<file path="config.mk">
export PLATFORM = sky130hd
export DESIGN_NAME = crc16_frame_packer_unit
export DESIGN_NICKNAME = d
export VERILOG_FILES = /design/src/rtl/core/cfp_pkg.sv /design/src/rtl/core/cfp_front.sv /design/src/rtl/core/cfp_cmd_queue.sv /design/src/rtl/core/cfp_back.sv /design/src/rtl/core/crc16_frame_packer_unit.sv
export SDC_FILE = /design/constraint.sdc
export NUM_CORES = 1
export LEC_CHECK = 0
export BUFFER_PORTS_ARGS = -buffer_cell sky130_fd_sc_hd__clkbuf_2
export CORE_ASPECT_RATIO = 1.4
export CORE_MARGIN = 2
export CORE_UTILIZATION = 25
export CTS_CLUSTER_SIZE = 8
export DETAILED_ROUTE_END_ITERATION = 7
export PLACE_DENSITY = 0.51
export SLEW_MARGIN = 40
export SYNTH_ARGS = -nofsm -noshare
export SYNTH_HDL_FRONTEND = slang
export SYNTH_SLANG_ARGS = --single-unit
</file>
<file path="constraint.sdc">
create_clock -name clk -period 3.6 [get_ports clk]
set_clock_uncertainty 0.15 [all_clocks]
set_input_delay 0.36 -clock clk [delete_from_list [all_inputs] [get_ports clk]]
set_output_delay 0.36 -clock clk [all_outputs]
set_load 0.02 [all_outputs]
</file>
<file path="src/rtl/core/cfp_pkg.sv">
`default_nettype none

package cfp_pkg;

	// CRC-16/CCITT-FALSE
	localparam logic [15:0] CRC_INIT = 16'hFFFF;
	localparam logic [15:0] CRC_POLY = 16'h1021;

	// Frame = 2 start bytes + 2 length bytes + 4 body prefix + payload + 2 CRC
	localparam logic [16:0] FRAME_OVERHEAD = 17'd10;
	localparam logic [15:0] BODY_PREFIX    = 16'd4;

	localparam int PLEN_W   = 13;
	localparam int CFG_IDX_W = 4;
	localparam int CFG_DATA_W = 16;

	// Register indexes on the config port
	localparam logic [CFG_IDX_W-1:0] REG_START_FIRST  = 4'd0;
	localparam logic [CFG_IDX_W-1:0] REG_START_SECOND = 4'd1;
	localparam logic [CFG_IDX_W-1:0] REG_VERSION      = 4'd2;
	localparam logic [CFG_IDX_W-1:0] REG_MAX_LEN      = 4'd3;

	// Command queue between front and back
	localparam int CMDQ_DEPTH = 4;
	localparam int CMDQ_AW    = $clog2(CMDQ_DEPTH);

	typedef enum logic [1:0] {
		OP_HEADER = 2'd0,
		OP_DATA   = 2'd1,
		OP_ERROR  = 2'd2
	} cmd_op_t;

	typedef struct packed {
		cmd_op_t     op;
		logic [7:0]  msg_id;
		logic [7:0]  seq_num;
		logic [7:0]  flag_bits;
		logic [15:0] body_bytes;
		logic [7:0]  data_byte;
		logic        has_data;   // header command also carries the first payload byte
		logic        finish;     // CRC trailer follows this command
	} cmd_t;

	typedef struct packed {
		logic [7:0] start_first;
		logic [7:0] start_second;
		logic [7:0] version;
	} hdr_cfg_t;

	function automatic logic [15:0] crc16_byte(input logic [15:0] crc_in,
		input logic [7:0] b);
		logic [15:0] c;
		c = crc_in ^ {b, 8'h00};
		for (int k = 0; k < 8; k++) begin
			if (c[15]) begin
				c = {c[14:0], 1'b0} ^ CRC_POLY;
			end else begin
				c = {c[14:0], 1'b0};
			end
		end
		return c;
	endfunction

endpackage

`default_nettype wire

</file>
<file path="src/rtl/core/cfp_front.sv">
`default_nettype none

// Classifies accepted items into commands; tracks frame position.
module cfp_front #(
	parameter int unsigned MAX_PAYLOAD = 4096
) (
	input  wire logic                        clk,
	input  wire logic                        arst_n,
	input  wire logic                        accept,
	input  wire logic [7:0]                  msg_id,
	input  wire logic [7:0]                  seq_num,
	input  wire logic [7:0]                  flag_bits,
	input  wire logic [cfp_pkg::PLEN_W-1:0]  payload_bytes,
	input  wire logic [7:0]                  data_byte,
	input  wire logic [15:0]                 max_frame_len,
	output logic                             cmd_push,
	output cfp_pkg::cmd_t                    cmd
);

	logic                       in_frame_q;
	logic                       dropping_q;
	logic [cfp_pkg::PLEN_W-1:0] bytes_left_q;

	logic [16:0]                plen_ext;
	logic                       too_long;
	logic                       push_c;
	logic                       in_frame_d;
	logic                       dropping_d;
	logic [cfp_pkg::PLEN_W-1:0] bytes_left_d;
	logic [cfp_pkg::PLEN_W-1:0] left_dec;
	logic [cfp_pkg::PLEN_W-1:0] plen_dec;

	always_comb begin
		plen_ext = {4'b0, payload_bytes};
		too_long = (plen_ext > 17'(MAX_PAYLOAD)) ||
			((plen_ext + cfp_pkg::FRAME_OVERHEAD) > {1'b0, max_frame_len});
		left_dec = bytes_left_q - cfp_pkg::PLEN_W'(1);
		plen_dec = payload_bytes - cfp_pkg::PLEN_W'(1);

		cmd.op         = cfp_pkg::OP_DATA;
		cmd.msg_id     = msg_id;
		cmd.seq_num    = seq_num;
		cmd.flag_bits  = flag_bits;
		cmd.body_bytes = 16'(payload_bytes) + cfp_pkg::BODY_PREFIX;
		cmd.data_byte  = data_byte;
		cmd.has_data   = 1'b1;
		cmd.finish     = 1'b0;

		push_c       = 1'b0;
		in_frame_d   = in_frame_q;
		dropping_d   = dropping_q;
		bytes_left_d = bytes_left_q;

		if (!in_frame_q) begin
			push_c = 1'b1;
			if (too_long) begin
				cmd.op = cfp_pkg::OP_ERROR;
				if (payload_bytes > cfp_pkg::PLEN_W'(1)) begin
					in_frame_d   = 1'b1;
					dropping_d   = 1'b1;
					bytes_left_d = plen_dec;
				end
			end else begin
				cmd.op       = cfp_pkg::OP_HEADER;
				cmd.has_data = (payload_bytes != '0);
				cmd.finish   = (payload_bytes <= cfp_pkg::PLEN_W'(1));
				in_frame_d   = (payload_bytes > cfp_pkg::PLEN_W'(1));
				dropping_d   = 1'b0;
				bytes_left_d = (payload_bytes != '0) ? plen_dec : '0;
			end
		end else if (dropping_q) begin
			// rest of a rejected frame: swallowed
			bytes_left_d = left_dec;
			if (left_dec == '0) begin
				in_frame_d = 1'b0;
				dropping_d = 1'b0;
			end
		end else begin
			push_c       = 1'b1;
			cmd.finish   = (left_dec == '0);
			bytes_left_d = left_dec;
			if (left_dec == '0) begin
				in_frame_d = 1'b0;
			end
		end
	end

	assign cmd_push = accept && push_c;

	always_ff @(posedge clk or negedge arst_n) begin
		if (!arst_n) begin
			in_frame_q   <= 1'b0;
			dropping_q   <= 1'b0;
			bytes_left_q <= '0;
		end else if (accept) begin
			in_frame_q   <= in_frame_d;
			dropping_q   <= dropping_d;
			bytes_left_q <= bytes_left_d;
		end
	end

endmodule

`default_nettype wire

</file>
<file path="src/rtl/core/cfp_cmd_queue.sv">
`default_nettype none

// Small command FIFO between front and back.
module cfp_cmd_queue (
	input  wire logic    clk,
	input  wire logic    arst_n,
	input  wire logic    wr_en,
	input  wire cfp_pkg::cmd_t wr_cmd,
	output logic         full,
	input  wire logic    rd_en,
	output cfp_pkg::cmd_t rd_cmd,
	output logic         empty
);

	cfp_pkg::cmd_t             slot_q [cfp_pkg::CMDQ_DEPTH];
	logic [cfp_pkg::CMDQ_AW-1:0] wr_ptr_q;
	logic [cfp_pkg::CMDQ_AW-1:0] rd_ptr_q;
	logic [cfp_pkg::CMDQ_AW:0]   count_q;

	logic do_wr;
	logic do_rd;

	assign full   = (count_q == (cfp_pkg::CMDQ_AW+1)'(cfp_pkg::CMDQ_DEPTH));
	assign empty  = (count_q == '0);
	assign do_wr  = wr_en && !full;
	assign do_rd  = rd_en && !empty;
	assign rd_cmd = slot_q[rd_ptr_q];

	always_ff @(posedge clk) begin
		if (do_wr) begin
			slot_q[wr_ptr_q] <= wr_cmd;
		end
	end

	always_ff @(posedge clk or negedge arst_n) begin
		if (!arst_n) begin
			wr_ptr_q <= '0;
			rd_ptr_q <= '0;
			count_q  <= '0;
		end else begin
			if (do_wr) begin
				wr_ptr_q <= wr_ptr_q + cfp_pkg::CMDQ_AW'(1);
			end
			if (do_rd) begin
				rd_ptr_q <= rd_ptr_q + cfp_pkg::CMDQ_AW'(1);
			end
			if (do_wr && !do_rd) begin
				count_q <= count_q + (cfp_pkg::CMDQ_AW+1)'(1);
			end else if (do_rd && !do_wr) begin
				count_q <= count_q - (cfp_pkg::CMDQ_AW+1)'(1);
			end
		end
	end

endmodule

`default_nettype wire

</file>
<file path="src/rtl/core/cfp_back.sv">
`default_nettype none

// Expands commands into frame bytes, one per cycle unless the output stalls, and runs the CRC.
module cfp_back (
	input  wire logic       clk,
	input  wire logic       arst_n,
	input  wire cfp_pkg::hdr_cfg_t cfg,
	input  wire logic       q_empty,
	input  wire cfp_pkg::cmd_t q_cmd,
	output logic            q_pop,
	output logic            empty,
	input  wire logic       pop,
	output logic [7:0]      out_byte,
	output logic            last_byte,
	output logic            error
);

	typedef enum logic [11:0] {
		ST_SOF1 = 12'b0000_0000_0001,
		ST_SOF2 = 12'b0000_0000_0010,
		ST_LENH = 12'b0000_0000_0100,
		ST_LENL = 12'b0000_0000_1000,
		ST_VER  = 12'b0000_0001_0000,
		ST_MSG  = 12'b0000_0010_0000,
		ST_SEQ  = 12'b0000_0100_0000,
		ST_FLG  = 12'b0000_1000_0000,
		ST_DATA = 12'b0001_0000_0000,
		ST_CRCH = 12'b0010_0000_0000,
		ST_CRCL = 12'b0100_0000_0000,
		ST_ERR  = 12'b1000_0000_0000
	} step_t;

	logic          cmd_valid_q;
	cfp_pkg::cmd_t cmd_q;
	step_t         step_q;
	logic [15:0]   crc_q;
	logic          out_valid_q;
	logic [7:0]    out_byte_q;
	logic          out_last_q;
	logic          out_err_q;

	logic        out_ready;
	logic        fire;
	logic        load;
	logic [7:0]  byte_c;
	logic        last_c;
	logic        err_c;
	logic        crc_upd;
	logic        done_c;
	step_t       step_nxt;
	step_t       step_start;
	logic [15:0] crc_base;

	assign out_ready = !out_valid_q || pop;
	assign fire      = cmd_valid_q && out_ready;
	assign load      = !cmd_valid_q || (fire && done_c);
	assign q_pop     = load && !q_empty;
	assign crc_base  = (step_q == ST_SOF1) ? cfp_pkg::CRC_INIT : crc_q;

	always_comb begin
		byte_c   = 8'h00;
		last_c   = 1'b0;
		err_c    = 1'b0;
		crc_upd  = 1'b1;
		done_c   = 1'b0;
		step_nxt = step_q;
		case (step_q)
			ST_SOF1: begin
				byte_c   = cfg.start_first;
				step_nxt = ST_SOF2;
			end
			ST_SOF2: begin
				byte_c   = cfg.start_second;
				step_nxt = ST_LENH;
			end
			ST_LENH: begin
				byte_c   = cmd_q.body_bytes[15:8];
				step_nxt = ST_LENL;
			end
			ST_LENL: begin
				byte_c   = cmd_q.body_bytes[7:0];
				step_nxt = ST_VER;
			end
			ST_VER: begin
				byte_c   = cfg.version;
				step_nxt = ST_MSG;
			end
			ST_MSG: begin
				byte_c   = cmd_q.msg_id;
				step_nxt = ST_SEQ;
			end
			ST_SEQ: begin
				byte_c   = cmd_q.seq_num;
				step_nxt = ST_FLG;
			end
			ST_FLG: begin
				byte_c = cmd_q.flag_bits;
				if (cmd_q.has_data) begin
					step_nxt = ST_DATA;
				end else if (cmd_q.finish) begin
					step_nxt = ST_CRCH;
				end else begin
					done_c = 1'b1;
				end
			end
			ST_DATA: begin
				byte_c = cmd_q.data_byte;
				if (cmd_q.finish) begin
					step_nxt = ST_CRCH;
				end else begin
					done_c = 1'b1;
				end
			end
			ST_CRCH: begin
				byte_c   = crc_q[15:8];
				crc_upd  = 1'b0;
				step_nxt = ST_CRCL;
			end
			ST_CRCL: begin
				byte_c  = crc_q[7:0];
				last_c  = 1'b1;
				crc_upd = 1'b0;
				done_c  = 1'b1;
			end
			ST_ERR: begin
				last_c  = 1'b1;
				err_c   = 1'b1;
				crc_upd = 1'b0;
				done_c  = 1'b1;
			end
			default: begin
				crc_upd = 1'b0;
				done_c  = 1'b1;
			end
		endcase
	end

	always_comb begin
		case (q_cmd.op)
			cfp_pkg::OP_HEADER: step_start = ST_SOF1;
			cfp_pkg::OP_DATA:   step_start = ST_DATA;
			cfp_pkg::OP_ERROR:  step_start = ST_ERR;
			default:            step_start = ST_ERR;
		endcase
	end

	always_ff @(posedge clk or negedge arst_n) begin
		if (!arst_n) begin
			cmd_valid_q <= 1'b0;
			step_q      <= ST_SOF1;
			crc_q       <= cfp_pkg::CRC_INIT;
			out_valid_q <= 1'b0;
		end else begin
			if (load) begin
				cmd_valid_q <= !q_empty;
				step_q      <= step_start;
			end else if (fire) begin
				step_q <= step_nxt;
			end
			if (fire && crc_upd) begin
				crc_q <= cfp_pkg::crc16_byte(crc_base, byte_c);
			end
			if (out_ready) begin
				out_valid_q <= fire;
			end
		end
	end

	always_ff @(posedge clk) begin
		if (load) begin
			cmd_q <= q_cmd;
		end
		if (fire) begin
			out_byte_q <= byte_c;
			out_last_q <= last_c;
			out_err_q  <= err_c;
		end
	end

	assign empty     = !out_valid_q;
	assign out_byte  = out_byte_q;
	assign last_byte = out_last_q;
	assign error     = out_err_q;

endmodule

`default_nettype wire

</file>
<file path="src/rtl/core/crc16_frame_packer_unit.sv">
`default_nettype none

// Frame packer with CRC-16/CCITT-FALSE trailer.
// Input channel (push/full): one transaction per payload byte. The first
// transaction of a frame also carries msg_id, seq_num, flag_bits and
// payload_bytes; an empty payload is one transaction whose data_byte is unused.
// Output channel (empty/pop): one transaction per frame byte; last_byte marks
// the CRC low byte, error (with last_byte) marks a rejected oversize frame,
// whose remaining input transactions are then swallowed without output.
// Config channel (cfg_valid/cfg_ready, always ready): cfg_index selects start
// bytes, version or max frame length; write only while the block is idle.
// Path: command queue, then back-end command register, then output register.
// Throughput: payload transactions flow at 1 per cycle. A frame's first
// transaction makes up to 11 output bytes (8 header, data, 2 CRC) and the
// last one 3; the back end emits one byte per cycle while the receiver pops,
// so input stalls once the 4-entry command queue fills behind a header burst.
// Reset: asynchronous, clears frame tracking, queue and output register;
// config registers return to 0xAA, 0x55, 0x01 and 4106.
// Receiver stall: output register holds; the queue absorbs up to 4 commands,
// then full rises.
module crc16_frame_packer_unit #(
	parameter int unsigned MAX_PAYLOAD = 4096
) (
	input  wire logic                           clk,
	input  wire logic                           arst_n,
	// input item channel
	input  wire logic                           push,
	output logic                                full,
	input  wire logic [7:0]                     msg_id,
	input  wire logic [7:0]                     seq_num,
	input  wire logic [7:0]                     flag_bits,
	input  wire logic [cfp_pkg::PLEN_W-1:0]     payload_bytes,
	input  wire logic [7:0]                     data_byte,
	// result channel
	output logic                                empty,
	input  wire logic                           pop,
	output logic [7:0]                          out_byte,
	output logic                                last_byte,
	output logic                                error,
	// config write channel
	input  wire logic                           cfg_valid,
	output logic                                cfg_ready,
	input  wire logic [cfp_pkg::CFG_IDX_W-1:0]  cfg_index,
	input  wire logic [cfp_pkg::CFG_DATA_W-1:0] cfg_data
);

	logic [7:0]  start_first_q;
	logic [7:0]  start_second_q;
	logic [7:0]  version_q;
	logic [15:0] max_len_q;

	logic              accept;
	logic              cmd_push;
	cfp_pkg::cmd_t     front_cmd;
	cfp_pkg::cmd_t     head_cmd;
	logic              q_full;
	logic              q_empty;
	logic              q_pop;
	cfp_pkg::hdr_cfg_t hdr_cfg;

	assign cfg_ready = 1'b1;

	// Config writes; unknown indexes are dropped.
	always_ff @(posedge clk or negedge arst_n) begin
		if (!arst_n) begin
			start_first_q  <= 8'hAA;
			start_second_q <= 8'h55;
			version_q      <= 8'h01;
			max_len_q      <= 16'd4106;
		end else if (cfg_valid && cfg_ready) begin
			case (cfg_index)
				cfp_pkg::REG_START_FIRST:  start_first_q  <= cfg_data[7:0];
				cfp_pkg::REG_START_SECOND: start_second_q <= cfg_data[7:0];
				cfp_pkg::REG_VERSION:      version_q      <= cfg_data[7:0];
				cfp_pkg::REG_MAX_LEN:      max_len_q      <= cfg_data;
				default: ;
			endcase
		end
	end

	assign hdr_cfg.start_first  = start_first_q;
	assign hdr_cfg.start_second = start_second_q;
	assign hdr_cfg.version      = version_q;

	// Every transaction, even a swallowed one, waits for queue room.
	assign full   = q_full;
	assign accept = push && !q_full;

	cfp_front #(
		.MAX_PAYLOAD(MAX_PAYLOAD)
	) u_front (
		.clk          (clk),
		.arst_n       (arst_n),
		.accept       (accept),
		.msg_id       (msg_id),
		.seq_num      (seq_num),
		.flag_bits    (flag_bits),
		.payload_bytes(payload_bytes),
		.data_byte    (data_byte),
		.max_frame_len(max_len_q),
		.cmd_push     (cmd_push),
		.cmd          (front_cmd)
	);

	cfp_cmd_queue u_queue (
		.clk    (clk),
		.arst_n (arst_n),
		.wr_en  (cmd_push),
		.wr_cmd (front_cmd),
		.full   (q_full),
		.rd_en  (q_pop),
		.rd_cmd (head_cmd),
		.empty  (q_empty)
	);

	cfp_back u_back (
		.clk      (clk),
		.arst_n   (arst_n),
		.cfg      (hdr_cfg),
		.q_empty  (q_empty),
		.q_cmd    (head_cmd),
		.q_pop    (q_pop),
		.empty    (empty),
		.pop      (pop),
		.out_byte (out_byte),
		.last_byte(last_byte),
		.error    (error)
	);

endmodule

`default_nettype wire

</file>
Yosys cells after proc, flatten, opt, wreduce, memory -nomap -nowiden
Memory sizes are Yosys's and may differ from the RTL's.
Index checks and enable logic that the tools add are counted.
- register bits: 152
- bits in writable memories: 200
- input port bits: 70
- word-level logic and storage cells: 153
- memories: 1
- $add $sub $neg: 8
- order comparisons: 4
- eq/ne operators: 18
- mux-type cells: 53
- bitwise logic cells: 9
- reductions and logical operators: 36
- memory list (name ; depth ; bits a word ; rd ports ; clocked after Yosys merged registers in ; wr ports ; line ; source):
    u_queue.slot_q ; 4 ; 50 ; 1 ; 0 ; 1 ; cfp_cmd_queue.sv:15 ; cfp_pkg::cmd_t slot_q [cfp_pkg::CMDQ_DEPTH];
- operators with widths (operator ; count):
    2-to-1 mux 13 bit ; 12
    2-to-1 mux 16 bit ; 8
    one-hot mux 12 bit (10 select lines) ; 1
    one-hot mux 8 bit (11 select lines) ; 1
    2-to-1 mux 12 bit ; 4
    subtractor 13 x 1 -> 13 bit, second input constant ; 2
    inverter 3 bit ; 8
    one-hot mux 12 bit (2 select lines) ; 1
    2-to-1 mux 1 bit ; 20
    > comparator 17 x 16 -> 1 bit ; 1
    XOR 16 bit ; 1
    adder 13 x 3 -> 14 bit, second input constant ; 1
    adder 13 x 4 -> 14 bit, second input constant ; 1
    > comparator 13 x 1 -> 1 bit, second input constant ; 1
    > comparator 13 bit, second input constant ; 1
    <= comparator 13 x 1 -> 1 bit, second input constant ; 1
    logical NOT 13 bit ; 1
    nonzero test 13 bit ; 1
    equality test 12 x 1 -> 1 bit, second input constant ; 1
    equality test 12 x 10 -> 1 bit, second input constant ; 1
    equality test 12 x 11 -> 1 bit, second input constant ; 1
    equality test 12 bit, second input constant ; 1
    equality test 12 x 2 -> 1 bit, second input constant ; 1
    equality test 12 x 3 -> 1 bit, second input constant ; 1
    29 further kinds ; 56

Longest topological paths before layout
Gate-level depths: netlist of the first run.
- depth in word-level cells: 26
- gate-level depth with buffers: 16

By module
Synthesis of the first run repeated with hierarchy kept, for this count alone.
- cell total of the unflattened synthesis: 1179
- area, all modules: 17151.4 sq um
- modules (own cells, without submodules) (module ; times used ; cells an instance ; area each (sq um)):
    cfp_cmd_queue ; 1 ; 308 ; 7992.7
    cfp_back ; 1 ; 445 ; 5036.1
    cfp_front ; 1 ; 334 ; 2489.9
    crc16_frame_packer_unit ; 1 ; 92 ; 1632.8

Worst setup path before layout of the first run
Ideal clock, no wire load.
- path type: input -> register
- start: input port payload_bytes[3] (netlist bit)
- end: register u_front.bytes_left_q[7] (netlist bit)
- setup time: 0.126 ns
- arrival time: 3.358 ns
- required time: 3.324 ns
- path slack: -0.034 ns
- cell stages on the path: 16
- path buffers: 1
- path through: clkbuf_1 > inv_1 > ha_1 > a21oi_1 > or2_2 > nor2_1 > xor2_1 > ha_1 > a21o_1 > a21o_1 > a21o_1 > a21oi_1 > nor4_1 > nor4b_2 > nor4b_2 > a221o_1
- word-level cells in the longest chain between the ends: 5
- elaborated cells on any way between the ends: 13
- ends and longest elaborated chain (element ; line ; source):
    from (decl) ; crc16_frame_packer_unit.sv:32 ; input wire logic [cfp_pkg::PLEN_W-1:0] payload_bytes,
    adder 13 x 4 -> 14 bit ; cfp_front.sv:36 ; ((plen_ext + cfp_pkg::FRAME_OVERHEAD) > {1'b0, max_frame_len});
    > comparator 17 x 16 -> 1 bit ; cfp_front.sv:36 ;
    logical OR 1 bit ; cfp_front.sv:35 ; too_long = (plen_ext > 17'(MAX_PAYLOAD)) ||
    != test 3 x 2 -> 1 bit (no source line) or 2-to-1 mux 13 bit (tied branches) ; n/a ;
    AND reduction 2 bit (no source line) or 2-to-1 mux 13 bit (tied branches) ; n/a ;
    to (signal assigned) ; cfp_front.sv:98 ; bytes_left_q <= bytes_left_d;
    to (decl) ; cfp_front.sv:22 ; logic [cfp_pkg::PLEN_W-1:0] bytes_left_q;
Parallel ways exist; a longest one is shown, timed or not. The select of a mux whose other input is x is not followed.
A chain may end at the register's enable or synchronous reset.

Final worst setup path of the first run
- start: register u_back.step_q[9]
- end: register u_queue.count_q[1] (netlist bit)
- word-level cells in the longest chain between the ends: 10
- elaborated cells on any way between the ends: 21
- ends and longest elaborated chain (element ; line ; source):
    from (decl) ; cfp_back.sv:35 ; step_t step_q;
    from (signal assigned) ; cfp_back.sv:156 ; step_q <= step_start;
    from (signal assigned) ; cfp_back.sv:158 ; step_q <= step_nxt;
    equality test 12 x 2 -> 1 bit, or another cell as far along ; cfp_back.sv:67 ; case (step_q)
    OR reduction 8 bit (no source line) ; n/a ;
    one-hot mux 1 bit (3 select lines) * ; cfp_back.sv:67 ;
    logical AND 1 bit * ; cfp_back.sv:56 ; assign load = !cmd_valid_q || (fire && done_c);
    logical OR 1 bit * ; cfp_back.sv:56 ;
    logical AND 1 bit * ; cfp_back.sv:57 ; assign q_pop = load && !q_empty;
    logical AND 1 bit * ; cfp_cmd_queue.sv:26 ; assign do_rd = rd_en && !empty;
    logical NOT 1 bit ; cfp_cmd_queue.sv:47 ; if (do_wr && !do_rd) begin
    logical AND 1 bit ; cfp_cmd_queue.sv:47 ;
    2-to-1 mux 3 bit or nonzero test 2 bit (tied branches) ; n/a ;
    to (signal assigned) ; cfp_cmd_queue.sv:48 ; count_q <= count_q + (cfp_pkg::CMDQ_AW+1)'(1);
    to (signal assigned) ; cfp_cmd_queue.sv:50 ; count_q <= count_q - (cfp_pkg::CMDQ_AW+1)'(1);
    to (decl) ; cfp_cmd_queue.sv:18 ; logic [cfp_pkg::CMDQ_AW:0] count_q;
Every way passes the cells marked *; elsewhere a longest branch is shown, timed or not.

==> flow_summary.rst, run 1 <==
.. list-table::
   :header-rows: 1

   * - Metric
     - Value
   * - Actual slew at the worst max-slew pin
     - 0.725 ns
   * - WS Path Type
     - reg -> reg
   * - CTS buffer count
     - 50
   * - Clock root cell
     - clkbuf_16
   * - Flip-flop and latch count after synthesis
     - 350
   * - Kind of end point of the critical path
     - flop
   * - Die Footprint
     - 0.0650 mm^2
   * - Min Tclk post-route
     - 3.41 ns
   * - Synthesized-area fraction occupied by adder cells
     - 2.51%
   * - Initial standard-cell utilization of the core
     - 25.3%
   * - EDFF count, synth
     - 258
   * - Finished Layout Cells
     - roughly 2100
   * - Fin. Hold Viols
     - 0
   * - Clock tree from TritonCTS
     - built
   * - Dominant cell type by area after synthesis
     - edfxtp_1
   * - Maximum frequency from static timing analysis
     - 293 MHz
   * - Reg area
     - just over 0.01 mm^2
   * - Share of the synthesized area in compound gates (AO/OA/AOI/OAI)
     - ~6.6%
   * - CP max FO
     - 5
   * - Final-layout fill cell count
     - 6214
   * - Residual antenna-violating net count after detailed routing
     - 0
   * - Global-route wire length before repair
     - 62100 um
   * - Register clock-pin slew on the reported worst setup and hold paths
     - 0.06 ns
   * - Number of cells produced by synthesis
     - between 1000 and 1500
   * - Total instance count after detailed placement
     - 1978
   * - LEAKAGE
     - 7.08 nW
   * - Endpoints failing setup
     - 0
   * - Area of the multi-input gates
     - 0.00536 mm^2
   * - Critical path cell sequence
     - or4_1 -> nor2_4 -> nand2_1 -> o21ai_1 -> nand2b_1 -> a311oi_2 -> buf_4 -> inv_1 -> ha_1 -> inv_1 -> fa_1 -> mux2_2
   * - Post-Syn Nets
     - 1155
   * - Required time at the endpoint of the critical path
     - about 3.9 ns
   * - Post-layout net count
     - around 1400
   * - Boundary pin count
     - 83
   * - Syn_area_per_cell
     - 14.9 um^2
   * - Worst-Skew Late Latency
     - 0.60 ns
   * - Via Count
     - 9422
   * - Count of cell types in the netlist
     - between 70 and 80
   * - Rel. slew slack
     - around half
   * - Arrival time at the worst endpoint
     - 3.72 ns
   * - Post-synth design cell area
     - 0.0157 mm^2
   * - Slowest cell on the critical path
     - or4_1
   * - Area Growth Syn to Fin
     - 24.6%
   * - Hold path depth
     - 2
   * - CP delay by family, top
     - simple AND/OR/NAND/NOR gates
   * - Tcrit/Tclk final
     - a little over nine tenths
   * - Overall Global Routing Usage
     - 12.5%
   * - P per Cell Area
     - 759 mW/mm^2
   * - Die boundary width
     - 216 um
   * - Buffers added on ports
     - 81
   * - H-Tree Level Count
     - 2
   * - Residual DRC count
     - 0
   * - Kind of start point of the critical path
     - flop
   * - Proportion of layout cells with a drive suffix above 1
     - a little under 30%
   * - Worst vdd rail ir drop
     - 0.000388 V
   * - Max-slew violations
     - 0
   * - Setup repair after global routing missed its margin
     - false
   * - Leftover overflow at the end of global routing
     - 0
   * - Setup Fix Bufs, Post-CTS
     - 0
   * - Number of warnings issued by yosys
     - 0
   * - Initial antenna violation count
     - 1
   * - Std-Cell Rows
     - 108
   * - Final Routed Wirelength
     - 39900 um
   * - Most used DFF post-synth
     - edfxtp_1
   * - Area of the placeable core
     - 0.0622 mm^2
   * - Multiplexer share of the synthesized area
     - a little over a tenth
   * - Routed length per instance
     - 18.8 um
   * - Number of cells on the critical path
     - 12
   * - Min Hold Slack
     - 0.0188 ns
   * - Post-synth ARST share
     - 26.3%
   * - Status
     - complete, no violations
   * - Vias in the first global route
     - 10100
   * - Seq/Total Area, Yosys
     - 64.1%
   * - Most common cell on crit path
     - inv_1
   * - Weighted congestion reported at the end of routability-driven placement
     - 0.867
   * - Area share of and/or/nand/nor cells after synthesis
     - 10.2%
   * - Number of maximum-capacitance constraint violations
     - 0
   * - Number of DRC violations after detailed-routing iteration 0
     - ~570
   * - Area share of the leading cell type in the synthesized netlist
     - 49.2%
   * - Die span in y
     - 301 um
   * - Worst Reg-to-Reg Cells
     - 12
   * - Half-perimeter wire length of the detailed placement result
     - 28500 um
   * - Maximum number of pins on one net before global-route repair
     - between 50 and 60
   * - Maximum buffer depth of the clock tree
     - 3
   * - Main combinational cell family by area after synthesis
     - multiplexers
   * - Via/cell ratio
     - 4.45
   * - Pre-Repair DR Iteration Count
     - 5
   * - Post-synthesis share of cell area spent on xor and xnor gates
     - 3.79%
   * - Ranking of synthesized cells by area
     - edfxtp_1 49%, dfrtp_1 10%, mux4_2 7.2%
   * - Clock sink count
     - 350
   * - Path category of the worst min-delay check
     - in -> reg
   * - Buffering stage count on the worst path with inverters included
     - 3
   * - Maximum single-stage delay on the critical path
     - 0.60 ns
## what timing repair did
| item | CTS | global route |
|---|---|---|
| pin swaps | 0 | 1 |
| gates resized for setup | 1 | 7 |
| setup endpoints to repair | 1 | 20 |
| hold buffers | 44 | 0 |
| endpoints found under the hold margin | 186 | 0 |
## Yosys cell counts (6+ instances only)
master / number
a21o_1: 8
a21oi_1: 16
a221o_1: 8
a22o_1: 10
and2_1: 10
and3_1: 14
buf_1: 11
buf_2: 12
clkbuf_1: 28
dfrtp_1: 63
dfstp_2: 29
edfxtp_1: 258
ha_1: 30
inv_1: 30
mux2_2: 43
mux4_2: 50
nand2_1: 74
nand2b_1: 7
nand3_1: 13
nand3b_1: 20
nand4_1: 14
nor2_1: 58
nor2b_1: 10
nor3_1: 15
nor4_1: 6
nor4b_1: 6
nor4b_2: 7
o21ai_0: 22
o21ai_1: 23
xnor2_1: 37
xor2_1: 21
## per-layer routing
| layer | vias up | GRT usage [%] | share of wire, % |
|---|---|---|---|
| met2 | 147 | 23.2 | 54 |
| met1 | 4763 | 14.4 | 41 |
| li1 | 4441 | - | - |
| met3 | 71 | 1.83 | 2.7 |
| met4 | 0 | 4.47 | 2.8 |
| met5 | - | 0 | 0 |
## cells in the final DEF (no fill, tap or decap), types with 29 or more instances in the layout
| cell | count |
|---|---|
| buf_4 | 68 |
| clkbuf_1 | 38 |
| clkbuf_16 | 50 |
| clkbuf_2 | 80 |
| dfrtp_1 | 60 |
| dfstp_2 | 29 |
| dlygate4sd3_1 | 44 |
| edfxtp_1 | 258 |
| ha_1 | 30 |
| inv_1 | 30 |
| mux2_2 | 43 |
| mux4_2 | 50 |
| nand2_1 | 73 |
| nor2_1 | 58 |
| xnor2_1 | 37 |
## through the flow
step	setup slack (ns)	utilization [%]	TNS [ns]	area [um^2]	total power, mW
4_1_cts	0.0143	31.4	0	19500	15.1
2_1_floorplan	0.0209	-	0	15700	8.93
5_1_grt	0.0110	31.5	0	19600	15.7
3_5_place_dp	-0.174	28.3	-1.76	17600	10.6
3_3_place_gp	-0.0456	28.2	-0.398	17500	10.5
6_report	0.191	31.5	0	19600	14.9
## path summary, 6_finish.rpt
kind / to / from / slack (ns)
worst min-delay path: start_first_q[4] / cfg_data[4] / 0.02
worst min register to register: u_back.crc_q[13] / u_back.crc_q[13] / 0.32
worst max register to register: u_queue.count_q[1] / u_back.step_q[9] / 0.19
worst max-delay path: u_queue.count_q[1] / u_back.step_q[9] / 0.19
max in group asynchronous: u_back.crc_q[13] / arst_n / 2.31
min in group asynchronous: max_len_q[13] / arst_n / 0.17
## registers in the layout (all words and copies together), names as in the netlist, 12 cells and up
name and flops:
u_queue.slot_q 200, u_back.crc_q 16, u_back.step_q 12, max_len_q 16, u_back.cmd_q 48, u_front.bytes_left_q 13
## area by class of cell
| cell class | instances | share of cell area (%) |
|---|---|---|
| Antenna cell | 1 | 0.0128 |
| Clock inverter | 5 | 0.447 |
| Multi-Input combinational cell | 618 | 27.3 |
| Sequential cell | 350 | 51.5 |
| Inverter | 30 | 0.575 |
| Clock buffer | 89 | 7.18 |
| Tap cell | 825 | 5.27 |
| Timing Repair Buffer | 200 | 7.67 |
## power by group
part / switching [mW] / total (mW) / internal (mW) / leakage [nW]
sequential: 0.617 / 6.21 / 5.59 / 3.42
combinational: 2.27 / 4.27 / 2.00 / 2.96
clock: 1.75 / 4.39 / 2.64 / 0.706
## cell families (layout without fill, tap and decap cells)
family,count (synthesis),after routing
AND/OR/NAND/NOR,284,284
XOR/XNOR,62,62
AO/OA/AOI/OAI,143,143
other,1,2
adder cells (fa/ha/maj),31,31
flip-flops,350,350
buffers and inverters,86,324
multiplexers,97,97
## worst register-to-register path: cells and delay by family, from the launching register on
kind                       cells  cell delay [ns]
and+or+nand+nor                4             0.90
muxes                          1             0.27
AOI/OAI and AO/OA              2             0.54
buffers and inverters          3             0.34
adders and majority gates      2             0.62
DFF                            1             0.44
No activity file was read; power rests on OpenSTA's default activity.
==> run 2, diff against run 1 <==
CORE_MARGIN = not set   (was 2)
==> run 2 against run 1 <==
Compared with the run above:
- fmax grew 0.46%
- clock power shrank 2%
- non-clock buffer count is 1 lower
- power shrank 1.2%
- largest cell class unchanged
- highest routed layer unchanged
==> flow_summary.rst, run 2 (same netlist as run 1, synthesis figures left out) <==
.. list-table::
   :header-rows: 1

   * - Metric
     - Value
   * - Status
     - complete, no violations (unchanged)
   * - Rel. slew slack
     - 53.2% (was 51.5%)
   * - Total power
     - 14.7 mW (was 14.9 mW)
   * - Kind of end point of the critical path
     - flop (unchanged)
   * - Number of maximum-capacitance constraint violations
     - 0 (unchanged)
   * - Area Growth Syn to Fin
     - 23.9% (was 24.6%)
   * - Register clock-pin slew on the reported worst setup and hold paths
     - 0.06 ns (about the same)
   * - Most common cell after layout, fill and taps aside
     - edfxtp_1 (unchanged)
   * - LEAKAGE
     - 7.04 nW (was 7.08 nW)
   * - Reg with most FFs
     - u_queue.slot_q (unchanged)
   * - Overall Global Routing Usage
     - 12.4% (was 12.5%)
   * - Clock tree from TritonCTS
     - built (unchanged)
   * - Most frequent cells in the layout
     - 258 x edfxtp_1, 80 x clkbuf_2, 73 x nand2_1 (unchanged)
   * - Fin. Hold Viols
     - 0 (unchanged)
   * - Final std cell area, no fill
     - 0.0195 mm^2 (was 0.0196 mm^2)
   * - Routed length per instance
     - 18.7 um (was 18.8 um)
   * - Met3 track utilization from global routing
     - 1.60% (was 1.83%)
   * - Tcrit/Tclk final
     - 94.3% (was 94.7%)
   * - P per Cell Area
     - 754 mW/mm^2 (was 759 mW/mm^2)
   * - Initial standard-cell utilization of the core
     - 25.3% (unchanged)
   * - Worst setup slack after placement
     - -0.134 ns (was -0.174 ns)
   * - Via Count
     - 9404 (was 9422)
   * - WS Path Type
     - reg -> reg (unchanged)
   * - Maximum frequency from static timing analysis
     - 295 MHz (was 293 MHz)
   * - Boundary pin count
     - 83 (unchanged)
   * - Residual antenna-violating net count after detailed routing
     - 0 (unchanged)
   * - Maximum buffer depth of the clock tree
     - 3 (unchanged)
   * - Maximum number of pins on one net before global-route repair
     - 44 (was 58)
   * - Maximum single-stage delay on the critical path
     - 0.49 ns (was 0.60 ns)
   * - Clock sink count
     - 350 (unchanged)
   * - Post-layout net count
     - 1349 (was 1351)
   * - Pre-Repair DR Iteration Count
     - 7 (was 5)
   * - Worst-Skew Late Latency
     - 0.58 ns (was 0.60 ns)
   * - Register-to-register setup slack
     - 0.21 ns (was 0.19 ns)
   * - Summed negative setup slack over all endpoints
     - 0 ns (unchanged)
   * - Leftover overflow at the end of global routing
     - 0 (unchanged)
   * - Die Footprint
     - 0.0640 mm^2 (was 0.0650 mm^2)
   * - Final core utilization
     - 31.4% (was 31.5%)
   * - Post-route setup slack
     - 0.207 ns (was 0.191 ns)
   * - Area after DPL
     - 0.0176 mm^2 (about the same)
   * - Die span in y
     - 299 um (was 301 um)
   * - Min Tclk post-route
     - 3.39 ns (was 3.41 ns)
   * - CP max FO
     - 8 (was 5)
   * - Clock root cell
     - clkbuf_16 (unchanged)
   * - Initial antenna violation count
     - 1 (unchanged)
   * - Met2 routing resource usage after global routing
     - 23.0% (was 23.2%)
   * - Number of flip-flops under the largest register name
     - 200 (unchanged)
   * - Arrival time at the worst endpoint
     - 3.72 ns (about the same)
   * - Via/cell ratio
     - 4.45 (about the same)
   * - Weighted congestion reported at the end of routability-driven placement
     - 0.880 (was 0.867)
   * - Half-perimeter wire length of the detailed placement result
     - 28100 um (was 28500 um)
   * - Kind of start point of the critical path
     - flop (unchanged)
   * - Worst vdd rail ir drop
     - 0.000325 V (was 0.000388 V)
   * - Std-Cell Rows
     - 108 (unchanged)
   * - Finished Layout Cells
     - 2114 (was 2118)
   * - Global-route wire length before repair
     - 61000 um (was 62100 um)
   * - Required time at the endpoint of the critical path
     - 3.93 ns (was 3.91 ns)
   * - Slowest cell on the critical path
     - dfrtp_1 (was or4_1)
   * - Path category of the worst min-delay check
     - in -> reg (unchanged)
   * - Number of DRC violations after detailed-routing iteration 0
     - 518 (was 569)
   * - Met1 layer usage reported by global route
     - 14.6% (was 14.4%)
   * - Vias in the first global route
     - 10000 (was 10100)
   * - Final Routed Wirelength
     - 39500 um (was 39900 um)
   * - Area of the placeable core
     - 0.0622 mm^2 (unchanged)
   * - Buffers added on ports
     - 81 (unchanged)
   * - Die boundary width
     - 214 um (was 216 um)
   * - Setup Fix Bufs, Post-CTS
     - 0 (unchanged)
   * - Min Hold Slack
     - 0.0154 ns (was 0.0188 ns)
   * - Endpoints failing setup
     - 0 (unchanged)
   * - Proportion of layout cells with a drive suffix above 1
     - 28.4% (was 28.9%)
   * - Critical path cell sequence
     - buf_4 -> nor4b_2 -> buf_4 -> nor2_1 -> nor2_1 -> o21ai_1 -> nand3_1 -> a311oi_1 -> buf_4 -> inv_1 -> ha_1 -> inv_1 -> fa_1 -> xor2_1 -> nor2_1 -> xor2_1 (was or4_1 -> nor2_4 -> nand2_1 -> o21ai_1 -> nand2b_1 -> a311oi_2 -> buf_4 -> inv_1 -> ha_1 -> inv_1 -> fa_1 -> mux2_2)
   * - Biggest registers after layout
     - u_queue.slot_q: 200 flops, u_back.cmd_q: 48 flops (unchanged)
   * - H-Tree Level Count
     - 2 (unchanged)
   * - Max-slew violations
     - 0 (unchanged)
   * - Actual slew at the worst max-slew pin
     - 0.702 ns (was 0.725 ns)
   * - Global-route layer with the greatest usage
     - met2 (unchanged)
   * - Residual DRC count
     - 0 (unchanged)
   * - Total instance count after detailed placement
     - 1978 (unchanged)
   * - CTS buffer count
     - 49 (was 50)
==> run 2: layout make-up <==
class                   count  area, um^2
inverters                  30         113
clock buffers              88        1370
well taps                 825        1030
multi-input cells         618        5340
clock inverters             3        80.1
fillers                  6226       42700
repair buffers            199        1470
flip-flops and latches    350       10100
diodes                      1        2.50
==> run 2: final timing paths <==
check,start,end,cells past startpoint
setup reg to reg,u_back.step_q[5],u_queue.count_q[2],16
hold / removal,cfg_data[4],max_len_q[4],2
hold reg to reg,u_back.crc_q[13],u_back.crc_q[13],2
setup / recovery,u_back.step_q[5],u_queue.count_q[2],16
min in group asynchronous,arst_n,max_len_q[13],2
max in group asynchronous,arst_n,u_back.crc_q[10],3
==> run 2: routing by layer <==
layer | up-vias | part of all wire, %
li1 | 4433 | -
met1 | 4759 | 42
met2 | 152 | 53
met3 | 60 | 2.6
met4 | 0 | 2.8
met5 | - | 0
==> run 2: where the power goes <==
part / switching [mW] / total [mW] / internal, mW
Sequential: 0.646 / 6.24 / 5.59
Combinational: 2.21 / 4.14 / 1.94
Clock: 1.74 / 4.31 / 2.58
Total: 4.59 / 14.7 / 10.1
==> run 2: critical path, delay by kind of cell, from the launching register on <==
kind / cells / cell delay (ns)
compound gates: 2 / 0.21
xor+xnor: 2 / 0.33
fa+ha+maj: 2 / 0.53
buf+inv: 5 / 0.75
flops: 1 / 0.49
simple gates: 5 / 0.82
==> run 2: what timing repair did <==
item	in CTS	in global routing
setup endpoints to repair	0	20
hold buffers	44	0
resized for setup	0	6
hold endpoints to repair	180	0
